<file path="config.mk">
export PLATFORM = sky130hd
export DESIGN_NAME = ttc_emergency_brake_unit_flat
export DESIGN_NICKNAME = d
export VERILOG_FILES = /design/src/ttceb_pkg.sv /design/src/ttceb_in_if.sv /design/src/ttceb_out_if.sv /design/src/ttc_emergency_brake_unit.sv /design/src/flat_wrapper.sv
export SDC_FILE = /design/constraint.sdc
export NUM_CORES = 2
export LEC_CHECK = 0
export ABC_AREA = 1
export BUFFER_PORTS_ARGS = -buffer_cell sky130_fd_sc_hd__clkbuf_2
export CAP_MARGIN = 20
export CORE_MARGIN = 1
export CORE_UTILIZATION = 60
export DETAILED_ROUTE_END_ITERATION = 6
export PLACE_DENSITY_LB_ADDON = 0.12
export SLEW_MARGIN = 20
export SYNTH_ARGS = -nofsm -noshare
export SYNTH_HDL_FRONTEND = slang
export SYNTH_SLANG_ARGS = --single-unit
</file>
<file path="constraint.sdc">
create_clock -name clk -period 8.2 [get_ports clk]
set_input_delay 1.23 -clock clk [delete_from_list [all_inputs] [get_ports clk]]
set_output_delay 1.23 -clock clk [all_outputs]
set_load 0.01 [all_outputs]
</file>
<file path="src/ttceb_pkg.sv">
// ----------------------------------------------------------------------------
// ttceb_pkg: shared types and constants of the ttc emergency brake unit
// widths, register map, command codes and the quarter-wave cosine tables
// ----------------------------------------------------------------------------
package ttceb_pkg;

  localparam int MAX_BEAMS   = 2048;
  localparam int COS_ENTRIES = 1024;

  localparam int IDX_W   = $clog2(COS_ENTRIES);
  localparam int QTR_W   = IDX_W - 2;
  localparam int COS_QTR = COS_ENTRIES / 4;
  localparam int CNT_W   = $clog2(MAX_BEAMS + 1);

  localparam int CFG_W   = 16;
  localparam int SPEED_W = 16;
  localparam int RANGE_W = 16;
  localparam int POS_W   = 12;
  localparam int COS_W   = 16;
  localparam int SP_W    = CFG_W + SPEED_W + 1;
  localparam int P_W     = SP_W + COS_W;
  localparam int LIM_W   = P_W - 15;

  localparam int ADDR_W  = 4;
  localparam int DATA_W  = 32;

  // register indexes (byte address = 4 * index)
  localparam logic [1:0] REG_ANGLE_START  = 2'd0;
  localparam logic [1:0] REG_ANGLE_STEP   = 2'd1;
  localparam logic [1:0] REG_THRESHOLD_MS = 2'd2;

  localparam logic [CFG_W-1:0] RST_ANGLE_START  = 16'd32768;
  localparam logic [CFG_W-1:0] RST_ANGLE_STEP   = 16'd46;
  localparam logic [CFG_W-1:0] RST_THRESHOLD_MS = 16'd500;

  // item commands
  localparam logic CMD_SPEED = 1'b0;
  localparam logic CMD_BEAM  = 1'b1;

  localparam longint unsigned HALF_PI_Q30 = 64'd1686629713;
  localparam longint unsigned Q30_ONE     = 64'd1073741824;
  localparam int RANGE_SCALE = 1000;

  // taylor term divisors (n+1)(n+2)
  localparam longint unsigned COS_DIV [10] = '{2, 12, 30, 56, 90, 132, 182, 240, 306, 380};
  localparam longint unsigned SIN_DIV [10] = '{6, 20, 42, 72, 110, 156, 210, 272, 342, 420};

  typedef logic [COS_W-1:0] cos_tab_t [COS_QTR];

  // q30 taylor series over a reduced angle, rounded to a q15 magnitude
  function automatic logic [COS_W-1:0] trig_mag(input longint unsigned x, input bit want_sin);
    longint unsigned x2;
    longint unsigned term;
    longint          acc;
    longint unsigned mag;
    x2   = (x * x) >> 30;
    term = want_sin ? x : Q30_ONE;
    acc  = $signed(term);
    for (int i = 0; i < 10; i++) begin
      term = (term * x2) >> 30;
      term = want_sin ? term / SIN_DIV[i] : term / COS_DIV[i];
      if ((i % 2) == 0) acc = acc - $signed(term);
      else              acc = acc + $signed(term);
    end
    mag = ($unsigned(acc) + 64'd16384) >> 15;
    return mag[COS_W-1:0];
  endfunction

  function automatic cos_tab_t build_tab(input bit want_sin);
    cos_tab_t        tab;
    longint unsigned x;
    for (int r = 0; r < COS_QTR; r++) begin
      x      = (longint'(r) * 4 * HALF_PI_Q30) / COS_ENTRIES;
      tab[r] = trig_mag(x, want_sin);
    end
    return tab;
  endfunction

  localparam cos_tab_t COS_TAB = build_tab(1'b0);
  localparam cos_tab_t SIN_TAB = build_tab(1'b1);

  // q1.15 cosine of a 16-bit phase
  function automatic logic signed [COS_W-1:0] cos_q15(input logic [15:0] phase);
    logic [IDX_W-1:0] idx;
    logic [1:0]       quad;
    logic [QTR_W-1:0] rem;
    logic [COS_W-1:0] mag;
    logic [COS_W:0]   negv;
    idx  = phase[15 -: IDX_W];
    quad = idx[IDX_W-1 -: 2];
    rem  = idx[QTR_W-1:0];
    mag  = quad[0] ? SIN_TAB[rem] : COS_TAB[rem];
    negv = '0 - {1'b0, mag};
    if (quad[1] ^ quad[0]) return negv[COS_W-1:0];
    else if (mag > 16'h7FFF) return 16'h7FFF;
    else return mag;
  endfunction

endpackage

</file>
<file path="src/ttceb_in_if.sv">
// ----------------------------------------------------------------------------
// ttceb_in_if: input item channel
// valid/ready channel carrying speed updates and lidar beams
// ----------------------------------------------------------------------------
interface ttceb_in_if import ttceb_pkg::*; ();
  logic                      valid;
  logic                      ready;
  logic                      command;
  logic signed [SPEED_W-1:0] speed_mm_s;
  logic [RANGE_W-1:0]        range_mm;
  logic                      range_valid;
  logic                      last_beam;

  modport source (output valid, command, speed_mm_s, range_mm, range_valid, last_beam,
                  input ready);
  modport sink   (input valid, command, speed_mm_s, range_mm, range_valid, last_beam,
                  output ready);
endinterface

</file>
<file path="src/ttceb_out_if.sv">
// ----------------------------------------------------------------------------
// ttceb_out_if: result item channel
// valid/ready channel carrying the per-scan brake decision
// ----------------------------------------------------------------------------
interface ttceb_out_if import ttceb_pkg::*; ();
  logic             valid;
  logic             ready;
  logic             brake;
  logic [POS_W-1:0] positive_beams;

  modport source (output valid, brake, positive_beams, input ready);
  modport sink   (input valid, brake, positive_beams, output ready);
endinterface

</file>
<file path="src/ttc_emergency_brake_unit.sv">
// ----------------------------------------------------------------------------
// ttc_emergency_brake_unit: time to collision emergency brake
// per-beam ttc check against a threshold without division, one result per scan
// ----------------------------------------------------------------------------
//
//  channel   | kind          | moves
//  ----------+---------------+-------------------------------------------------
//  in_item   | valid/ready   | beam or speed update, one per cycle unless stalled
//  out_item  | valid/ready   | brake flag and positive beam count, on last beam
//  apb       | psel/penable  | angle_start, angle_step, threshold_ms
//
//  one item per cycle while out_item does not stall a last beam; out_item.valid
//  rises after the last beam passes cosine reg (accept), product reg, output reg
//  speed updates take effect at accept and never reach the output
//  reset (rst_n low, synchronous) empties the stages and loads register defaults
//  out_item stalls only back up when a last beam waits for a full output reg;
//  other beams keep flowing through the compare stage
//
module ttc_emergency_brake_unit import ttceb_pkg::*; (
  input  logic              clk,
  input  logic              rst_n,
  ttceb_in_if.sink          in_item,
  ttceb_out_if.source       out_item,
  input  logic              psel,
  input  logic              penable,
  input  logic              pwrite,
  input  logic [ADDR_W-1:0] paddr,
  input  logic [DATA_W-1:0] pwdata,
  output logic [DATA_W-1:0] prdata,
  output logic              pready
);

  // configuration registers
  logic [CFG_W-1:0] angle_start_r;
  logic [CFG_W-1:0] angle_step_r;
  logic [CFG_W-1:0] threshold_ms_r;

  // scan state kept at accept
  logic signed [SP_W-1:0] speed_product_r;
  logic signed [SP_W-1:0] speed_product_nxt;
  logic [15:0]            beam_phase_r;
  logic [15:0]            phase_use;
  logic                   in_scan_r;

  // stage 1: beam with its cosine
  logic                     s1_valid_r;
  logic                     s1_last_r;
  logic                     s1_ok_r;
  logic [RANGE_W-1:0]       s1_range_r;
  logic signed [COS_W-1:0]  s1_cos_r;

  // stage 2: beam with speed * cosine
  logic                   s2_valid_r;
  logic                   s2_last_r;
  logic                   s2_ok_r;
  logic [RANGE_W-1:0]     s2_range_r;
  logic signed [P_W-1:0]  s2_p_r;
  logic signed [P_W-1:0]  p_nxt;

  // scan accumulators
  logic [CNT_W-1:0] pos_count_r;
  logic [CNT_W-1:0] pos_count_nxt;
  logic             brake_pend_r;
  logic             brake_pend_nxt;

  // output register
  logic             out_valid_r;
  logic             out_brake_r;
  logic [POS_W-1:0] out_count_r;

  // handshake
  logic out_take;
  logic s2_go;
  logic s2_free;
  logic s1_go;
  logic s1_free;
  logic in_acc;
  logic beam_acc;
  logic speed_acc;
  logic cfg_wr;

  // compare
  logic [LIM_W-1:0] lim;
  logic [LIM_W-1:0] range_scaled;
  logic             hit_pos;
  logic             hit_brake;

  // ---------------------------------------------------------------- handshake
  // a stage frees up when it is empty or its item moves on; only a last beam
  // needs room in the output register
  assign out_take = !out_valid_r || out_item.ready;
  assign s2_go    = s2_valid_r && (!s2_last_r || out_take);
  assign s2_free  = !s2_valid_r || s2_go;
  assign s1_go    = s1_valid_r && s2_free;
  assign s1_free  = !s1_valid_r || s1_go;

  assign in_item.ready = s1_free;
  assign in_acc    = in_item.valid && s1_free;
  assign beam_acc  = in_acc && (in_item.command == CMD_BEAM);
  assign speed_acc = in_acc && (in_item.command == CMD_SPEED);

  // ---------------------------------------------------------------- apb port
  assign pready = 1'b1;
  assign cfg_wr = psel && penable && pwrite;

  always_comb begin
    unique case (paddr[3:2])
      REG_ANGLE_START:  prdata = DATA_W'(angle_start_r);
      REG_ANGLE_STEP:   prdata = DATA_W'(angle_step_r);
      REG_THRESHOLD_MS: prdata = DATA_W'(threshold_ms_r);
      default:          prdata = '0;
    endcase
  end

  always_ff @(posedge clk) begin
    if (!rst_n) begin
      angle_start_r  <= RST_ANGLE_START;
      angle_step_r   <= RST_ANGLE_STEP;
      threshold_ms_r <= RST_THRESHOLD_MS;
    end else if (cfg_wr) begin
      unique case (paddr[3:2])
        REG_ANGLE_START:  angle_start_r  <= pwdata[CFG_W-1:0];
        REG_ANGLE_STEP:   angle_step_r   <= pwdata[CFG_W-1:0];
        REG_THRESHOLD_MS: threshold_ms_r <= pwdata[CFG_W-1:0];
        default: ;
      endcase
    end
  end

  // ---------------------------------------------------------------- accept
  // threshold times speed, held until the next speed update
  assign speed_product_nxt = $signed({{(SP_W-CFG_W){1'b0}}, threshold_ms_r})
                           * $signed({{(SP_W-SPEED_W){in_item.speed_mm_s[SPEED_W-1]}},
                                      in_item.speed_mm_s});

  // first beam of a scan restarts the phase accumulator
  assign phase_use = in_scan_r ? beam_phase_r : angle_start_r;

  always_ff @(posedge clk) begin
    if (!rst_n) begin
      speed_product_r <= '0;
      beam_phase_r    <= '0;
      in_scan_r       <= 1'b0;
    end else begin
      if (speed_acc) speed_product_r <= speed_product_nxt;
      if (beam_acc) begin
        if (in_item.last_beam) begin
          beam_phase_r <= '0;
          in_scan_r    <= 1'b0;
        end else begin
          beam_phase_r <= phase_use + angle_step_r;
          in_scan_r    <= 1'b1;
        end
      end
    end
  end

  // ---------------------------------------------------------------- stage 1
  always_ff @(posedge clk) begin
    if (!rst_n) s1_valid_r <= 1'b0;
    else if (s1_free) s1_valid_r <= beam_acc;
  end

  always_ff @(posedge clk) begin
    if (beam_acc) begin
      s1_last_r  <= in_item.last_beam;
      s1_ok_r    <= in_item.range_valid && (in_item.range_mm != '0);
      s1_range_r <= in_item.range_mm;
      s1_cos_r   <= cos_q15(phase_use);
    end
  end

  // ---------------------------------------------------------------- stage 2
  // speed_product_r is read as the beam leaves stage 1, so a later speed
  // update written at that same edge does not reach this beam
  assign p_nxt = P_W'(speed_product_r) * P_W'(s1_cos_r);

  always_ff @(posedge clk) begin
    if (!rst_n) s2_valid_r <= 1'b0;
    else if (s2_free) s2_valid_r <= s1_go;
  end

  always_ff @(posedge clk) begin
    if (s1_go) begin
      s2_last_r  <= s1_last_r;
      s2_ok_r    <= s1_ok_r;
      s2_range_r <= s1_range_r;
      s2_p_r     <= p_nxt;
    end
  end

  // ---------------------------------------------------------------- compare
  // ttc <= threshold  <=>  range * 1000 <= (speed * threshold * cos) >> 15
  assign hit_pos      = s2_ok_r && (s2_p_r > 0);
  assign lim          = s2_p_r[P_W-1:15];
  assign range_scaled = LIM_W'(s2_range_r) * LIM_W'(RANGE_SCALE);
  assign hit_brake    = hit_pos && (range_scaled <= lim);

  always_comb begin
    pos_count_nxt = pos_count_r;
    if (hit_pos && (pos_count_r < CNT_W'(MAX_BEAMS))) pos_count_nxt = pos_count_r + 1'b1;
    brake_pend_nxt = brake_pend_r || hit_brake;
  end

  always_ff @(posedge clk) begin
    if (!rst_n) begin
      pos_count_r  <= '0;
      brake_pend_r <= 1'b0;
    end else if (s2_go) begin
      if (s2_last_r) begin
        pos_count_r  <= '0;
        brake_pend_r <= 1'b0;
      end else begin
        pos_count_r  <= pos_count_nxt;
        brake_pend_r <= brake_pend_nxt;
      end
    end
  end

  // ---------------------------------------------------------------- output
  always_ff @(posedge clk) begin
    if (!rst_n) out_valid_r <= 1'b0;
    else if (s2_go && s2_last_r) out_valid_r <= 1'b1;
    else if (out_item.ready) out_valid_r <= 1'b0;
  end

  always_ff @(posedge clk) begin
    if (s2_go && s2_last_r) begin
      out_brake_r <= brake_pend_nxt;
      out_count_r <= POS_W'(pos_count_nxt);
    end
  end

  assign out_item.valid          = out_valid_r;
  assign out_item.brake          = out_brake_r;
  assign out_item.positive_beams = out_count_r;

  // ---------------------------------------------------------------- checks
  // a last beam ends the scan and parks the phase
  a_scan_end: assert property (@(posedge clk) disable iff (!rst_n)
    (beam_acc && in_item.last_beam) |=> (!in_scan_r && (beam_phase_r == '0)))
    else $error("scan state not cleared after last beam");

  a_count_sat: assert property (@(posedge clk) disable iff (!rst_n)
    pos_count_r <= CNT_W'(MAX_BEAMS))
    else $error("positive count above saturation");

  // a pending brake always comes with at least one positive beam
  a_brake_cnt: assert property (@(posedge clk) disable iff (!rst_n)
    brake_pend_r |-> (pos_count_r != '0))
    else $error("brake pending with no positive beam");

  // a result only appears when a last beam leaves the compare stage
  a_out_src: assert property (@(posedge clk) disable iff (!rst_n)
    $rose(out_valid_r) |-> $past(s2_valid_r && s2_last_r))
    else $error("result without a last beam");

endmodule
</file>
<file path="src/flat_wrapper.sv">
// flat-port wrapper written by rule: the top's interface ports become plain ports
module ttc_emergency_brake_unit_flat import ttceb_pkg::*;
  (clk, rst_n, psel, penable, pwrite, paddr, pwdata, prdata, pready, in_item_valid, in_item_command, in_item_speed_mm_s, in_item_range_mm, in_item_range_valid, in_item_last_beam, in_item_ready, out_item_valid, out_item_brake, out_item_positive_beams, out_item_ready);
  ttceb_in_if in_item_i ();
  ttceb_out_if out_item_i ();
  input  logic clk;
  input  logic rst_n;
  input  logic psel;
  input  logic penable;
  input  logic pwrite;
  input  logic [ADDR_W-1:0] paddr;
  input  logic [DATA_W-1:0] pwdata;
  output logic [DATA_W-1:0] prdata;
  output logic pready;
  input wire logic [$bits(in_item_i.valid)-1:0] in_item_valid;
  input wire logic [$bits(in_item_i.command)-1:0] in_item_command;
  input wire logic [$bits(in_item_i.speed_mm_s)-1:0] in_item_speed_mm_s;
  input wire logic [$bits(in_item_i.range_mm)-1:0] in_item_range_mm;
  input wire logic [$bits(in_item_i.range_valid)-1:0] in_item_range_valid;
  input wire logic [$bits(in_item_i.last_beam)-1:0] in_item_last_beam;
  output wire logic [$bits(in_item_i.ready)-1:0] in_item_ready;
  output wire logic [$bits(out_item_i.valid)-1:0] out_item_valid;
  output wire logic [$bits(out_item_i.brake)-1:0] out_item_brake;
  output wire logic [$bits(out_item_i.positive_beams)-1:0] out_item_positive_beams;
  input wire logic [$bits(out_item_i.ready)-1:0] out_item_ready;
  assign in_item_i.valid = in_item_valid;
  assign in_item_i.command = in_item_command;
  assign in_item_i.speed_mm_s = in_item_speed_mm_s;
  assign in_item_i.range_mm = in_item_range_mm;
  assign in_item_i.range_valid = in_item_range_valid;
  assign in_item_i.last_beam = in_item_last_beam;
  assign in_item_ready = in_item_i.ready;
  assign out_item_valid = out_item_i.valid;
  assign out_item_brake = out_item_i.brake;
  assign out_item_positive_beams = out_item_i.positive_beams;
  assign out_item_i.ready = out_item_ready;
  ttc_emergency_brake_unit u_core (.clk(clk), .rst_n(rst_n), .in_item(in_item_i), .out_item(out_item_i), .psel(psel), .penable(penable), .pwrite(pwrite), .paddr(paddr), .pwdata(pwdata), .prdata(prdata), .pready(pready));
endmodule
</file>
======== Yosys cells after proc, flatten, opt, wreduce, memory -nomap -nowiden ========
Memories as Yosys holds them, arrays and structs flattened.
Cells that the tools add are included.
storage, ports and cells
  input bits .............................. 78
  word-level logic and storage cells ...... 82
  memories ................................ 2
  bits in registers ....................... 228
  memory bits (read-only) ................. 8192
  output and inout bits ................... 48
cells by class
  reductions and logical operators ........ 27
  multiply operators ...................... 3
  mux-type cells .......................... 16
  add/subtract/negate cells ............... 3
  magnitude comparators ................... 5
  eq/ne operators ......................... 2
  bitwise logic cells ..................... 3
memories
  memory            words  width  read ports  clocked after Yosys merged registers in  write ports  line             text
  (name not given)  256    16     1           0                                        0            ttceb_pkg.sv:92  mag = quad[0] ? SIN_TAB[rem] : COS_TAB[rem];
  (name not given)  256    16     1           0                                        0            ttceb_pkg.sv:92
operator list
  cell                                                                                count
  16-bit two-way mux                                                                  9
  49-bit by 1-bit greater-than comparator with 1-bit output (second input constant)   1
  33-bit by 16-bit multiplier with 49-bit output                                      1
  16-bit case mux with 3 select lines                                                 1
  26-bit by 34-bit <= comparator with 1-bit output                                    1
  17-bit by 16-bit multiplier with 33-bit output                                      1
  12-bit two-way mux                                                                  2
  16-bit by 7-bit multiplier with 23-bit output (second input constant)               1
  16-bit adder                                                                        1
  16-bit by 15-bit greater-than comparator with 1-bit output (second input constant)  1
  16-bit nonzero test                                                                 1
  1-bit by 16-bit subtractor with 16-bit output (first input constant)                1
  12-bit by 1-bit adder with 12-bit output (second input constant)                    1
  1-bit logical AND                                                                   12
  12-bit less-than comparator (second input constant)                                 1
  9-bit greater-or-equal comparator (second input constant)                           1
  8-bit NOT with 9-bit output                                                         1
  2-bit AND reduction                                                                 3
  1-bit logical OR                                                                    5
  1-bit zero test                                                                     4
  1-bit two-way mux                                                                   4
  2-bit by 1-bit == test with 1-bit output (second input constant)                    1
  2-bit == test (second input constant)                                               1
  2-bit zero test                                                                     1
  other kinds (3)                                                                     3

======== Longest topological paths before layout ========
  word-level depth ........................ 9
  depth in mapped cells ................... 31
  gate-level depth less buffers ........... 29

======== Worst setup path after synthesis ========
OpenSTA, ideal clock, no wires.
  path type ............................... in2reg
  start point ............................. input in_item_speed_mm_s[1]
  end point ............................... register u_core.speed_product_r[26]
  setup time .............................. 0.115 ns
  stages .................................. 27
  data required time ...................... 8.085 ns
  arrival ................................. 6.642 ns
  slack ................................... 1.443 ns
  path buffers ............................ 2
  cells stage by stage .................... clkbuf_1 -> clkbuf_1 -> nand2_1 -> fa_1 -> inv_1 -> fa_1 -> inv_1 -> fa_1 -> fa_1 -> inv_1 -> fa_1 -> inv_1 -> fa_1 -> inv_1 -> ha_1 -> a21oi_1 -> inv_1 -> a31oi_1 -> a21boi_0 -> inv_1 -> nand2_1 -> nand2_1 -> nand2_1 -> o21ai_0 -> xor2_1 -> o21ai_0 -> inv_1
between the ends
  longest elaborated chain between the ends .. 1
RTL lines
  what                                            line                             text
  from (decl)                                     flat_wrapper.sv:17               input wire logic [$bits(in_item_i.speed_mm_s)-1:0] in_item_speed_mm_s;
  17-bit by 16-bit multiplier with 33-bit output  ttc_emergency_brake_unit.sv:133  * $signed({{(SP_W-SPEED_W){in_item.speed_mm_s[SPEED_W-1]}},
  to (signal assigned)                            ttc_emergency_brake_unit.sv:145  if (speed_acc) speed_product_r <= speed_product_nxt;
  to (decl)                                       ttc_emergency_brake_unit.sv:39   logic signed [SP_W-1:0] speed_product_r;
No other way between the ends.
A chain may end at the register's enable or synchronous reset.

======== Worst setup path in the final report ========
  start point ............................. register u_core.s1_cos_r[2]
  end point ............................... register u_core.s2_p_r[46], data pin
between the ends
  longest elaborated chain between the ends .. 1
RTL lines
  what                                            line                             text
  from (decl)                                     ttc_emergency_brake_unit.sv:50   logic signed [COS_W-1:0] s1_cos_r;
  from (signal assigned)                          ttc_emergency_brake_unit.sv:169  s1_cos_r <= cos_q15(phase_use);
  33-bit by 16-bit multiplier with 49-bit output  ttc_emergency_brake_unit.sv:176  assign p_nxt = P_W'(speed_product_r) * P_W'(s1_cos_r);
  via u_core.p_nxt[46]                            ttc_emergency_brake_unit.sv:58   logic signed [P_W-1:0] p_nxt;
  to (signal assigned)                            ttc_emergency_brake_unit.sv:188  s2_p_r <= p_nxt;
  to (decl)                                       ttc_emergency_brake_unit.sv:57   logic signed [P_W-1:0] s2_p_r;
The timed path passes the listed nets, and every way through them passes these cells.

==> results.tsv <==
stage	metric	value	unit
outcome	status	finished clean	
cts	maximum buffer depth of the clock tree	3	
cts	clock transition at the registers of the reported paths	70	ps
cts	setup repair bufs after CTS	0	
final_layout	Fill cells	7057	
yosys	number of synthesized flops with an enable pin	114	
routing	DR WL met3	13.91	mm
worst_setup_path	Critical Path RT	8530	ps
cts	TritonCTS buffer count	27	
global_route	vias in the first global route	42956	
timing	post-route minimum period	7128	ps
cts	Clk Tree Root Cell	clkbuf_16	
routing	DR WL met2	68.50	mm
yosys	Synthesis Warnings	0	
final_layout	area taken by multi-input logic gates	34750	sq um
floorplan	Die Width	283.0	microns
worst_setup_path	CP arrival	7460	ps
routing	Max Used Layer	met5	
routing	via/cell ratio	5.718	
routing	met1 wire length	58.01	mm
global_route	largest net degree at the start of global routing	94	
worst_setup_path	WP buf/inv	4	
timing	Max-slew headroom	0.2728	
floorplan	height of the die	283.0	microns
worst_setup_path	CP Cell Sequence	nand2_1 -> fa_1 -> inv_1 -> fa_1 -> inv_1 -> fa_1 -> fa_1 -> fa_1 -> inv_1 -> fa_1 -> ha_1 -> nand2_1 -> nor2_1 -> inv_1 -> nor3_1 -> and3_1 -> a21oi_1 -> o41ai_1 -> a21oi_1 -> xor2_1	
timing	Clock Skews	30.60	ps
routing	Initial DRT Pass Iterations	6	
yosys	asr flop ratio synth	0	
cts	htree depth	1	
worst_setup_path	Most common cell on crit path	fa_1	
worst_setup_path	crit end category	flip-flop	
floorplan	Rows	102	
global_route	initial antenna violation count	1	
place	IO buf count	90	
worst_setup_path	Largest stage delay, worst path	1070	ps
global_route	first-pass GRT wire length	238.5	mm
yosys	top cell type's share of synthesized area	0.3166	
cts	Resized cells post-CTS	0	
cts	CTS Hold Bufs	0	
yosys	Main synth FF type	edfxtp_1	
yosys	Post-Syn Area per Cell	7.387	sq um
floorplan	number of I/O pins	126	
timing	Setup Viol. Count Final	0	
timing	Setup TNS Final	0	ps
yosys	top cells by count, synth	nand2_1, inv_1, fa_1	
timing	Fmax	140.3	MHz
floorplan	Initial Util	0.6095	
routing	DRC viols	0	
place	gpl congestion	1.093	
worst_setup_path	Setup CP Type	flip-flop to flip-flop	
worst_setup_path	Worst setup SP type	flip-flop	
worst_setup_path	Top Family by Delay on Critical Path	adder cells	
global_route	Global Route Usage Sum	0.3803	
timing	final worst-path cycle share	0.8692	
yosys	cell count after synthesis	6412	
worst_setup_path	Max FO, Critical Path	24	
final_layout	nets@finish	7461	
cts	CTS Sinks	228	
routing	WL/cell	20.58	microns
timing	final count of pins violating max slew	0	
final_layout	Antenna Cells	0	
yosys	top cells by area, synth	fa_1, nand2_1, inv_1	
worst_setup_path	slowest CP cell	edfxtp_1	
cts	clock tree from TritonCTS	built	
routing	initial DRC count	3952	
timing	Final Hold Vio Count	0	
yosys	synthesized cell area	47370	sq um
place	DP HPWL	118.8	mm
routing	detailed-route via count	41887	
hold_path	HP Class	flip-flop to flip-flop	
floorplan	area of the die	80070	sq um
yosys	flops & latches, synth	228	
yosys	register area share after synthesis	0.1205	
final_layout	share of cells above drive strength 1	0.04344	
floorplan	core area	77720	sq um
yosys	Yosys cell types	55	
global_route	total grt overflow	0	
routing	Antenna Violating Nets Remaining	0	
cts	clk_lat worst skew	610	ps
timing	Slew @ Worst Pin	1091	ps
final_layout	Layout area overhead	3.481	%
routing	total wire length	150.8	mm
run	Max Cap Viol	0	
final_layout	Sequential cell area	5705	sq um
final_layout	fin util	0.6307	
timing	RSZ-0062 raised after global routing	no	
yosys	largest area contributor in the netlist	fa_1	
yosys	most common cell in the synthesized netlist	nand2_1	
[final timing paths]
check	to	slack, ps	startpoint	depth (start not counted)
setup / recovery	u_core.s2_p_r[46]	1070	u_core.s1_cos_r[2]	20
hold / removal	u_core.s2_range_r[0]	420	u_core.s1_range_r[0]	0
setup reg to reg	u_core.s2_p_r[46]	1070	u_core.s1_cos_r[2]	20
hold reg to reg	u_core.s2_range_r[0]	420	u_core.s1_range_r[0]	0
[registers in the layout (all words and copies together), names as in the netlist]
register,cells
u_core.s2_p_r,49
u_core.speed_product_r,33
u_core.angle_start_r,16
u_core.angle_step_r,16
u_core.beam_phase_r,16
u_core.s1_cos_r,16
u_core.s1_range_r,16
u_core.s2_range_r,16
u_core.threshold_ms_r,16
u_core.out_item.positive_beams,12
u_core.pos_count_r,12
u_core.brake_pend_r,1
u_core.in_scan_r,1
u_core.out_item.brake,1
u_core.out_item.valid,1
u_core.s1_last_r,1
u_core.s1_ok_r,1
u_core.s1_valid_r,1
u_core.s2_last_r,1
u_core.s2_ok_r,1
u_core.s2_valid_r,1
[kinds of logic (layout without fill, tap and decap cells)]
group / Yosys count / in the layout / share of synthesized area
AND/OR/NAND/NOR: 2448 / 2448 / 0.2122
flip-flops: 228 / 228 / 0.1205
buffers and inverters: 1780 / 1638 / 0.1479
AO/OA/AOI/OAI: 723 / 723 / 0.08445
XOR/XNOR: 113 / 113 / 0.02089
adder cells (fa/ha/maj): 1118 / 1118 / 0.4140
other: 2 / 17 / 0.0001585
[area by class of cell]
class	count	share of cell area
multi-input cells	4419	0.7089
flip-flops and latches	228	0.1164
inverters	1440	0.1103
well taps	1040	0.02655
repair buffers	149	0.01874
clock buffers	34	0.01496
clock inverters	15	0.004110
[placed cells by master (no fill, tap or decap), types with 57 or more instances in the layout]
cell	count
buf_4	57
inv_1	1431
edfxtp_1	114
clkbuf_2	90
xor2_1	62
o21ai_0	237
a21oi_1	331
nor2_1	286
fa_1	749
nand3_1	347
dfxtp_1	114
nand2_1	1668
ha_1	369
[metrics by stage]
step	hold WS [ps]	setup WS [ps]	instances	instance area (sq um)
after floorplan	400.3	1443	6427	47420
after global placement	400.9	1216	7276	48080
after detailed placement	405.9	1120	7276	48080
after CTS	423.5	1133	7325	49020
after global routing	426.4	818.7	7325	49020
final	422.2	1072	7325	49020
[layer usage]
layer | vias to the layer above | global-route usage
li1 | 19054 | -
met1 | 20113 | 0.4811
met2 | 2164 | 0.6127
met3 | 554 | 0.06804
met4 | 2 | 0.2216
met5 | - | 0
Power is not shown: default switching activity piles up to over one toggle a cycle in this logic, so the estimate is an artifact.
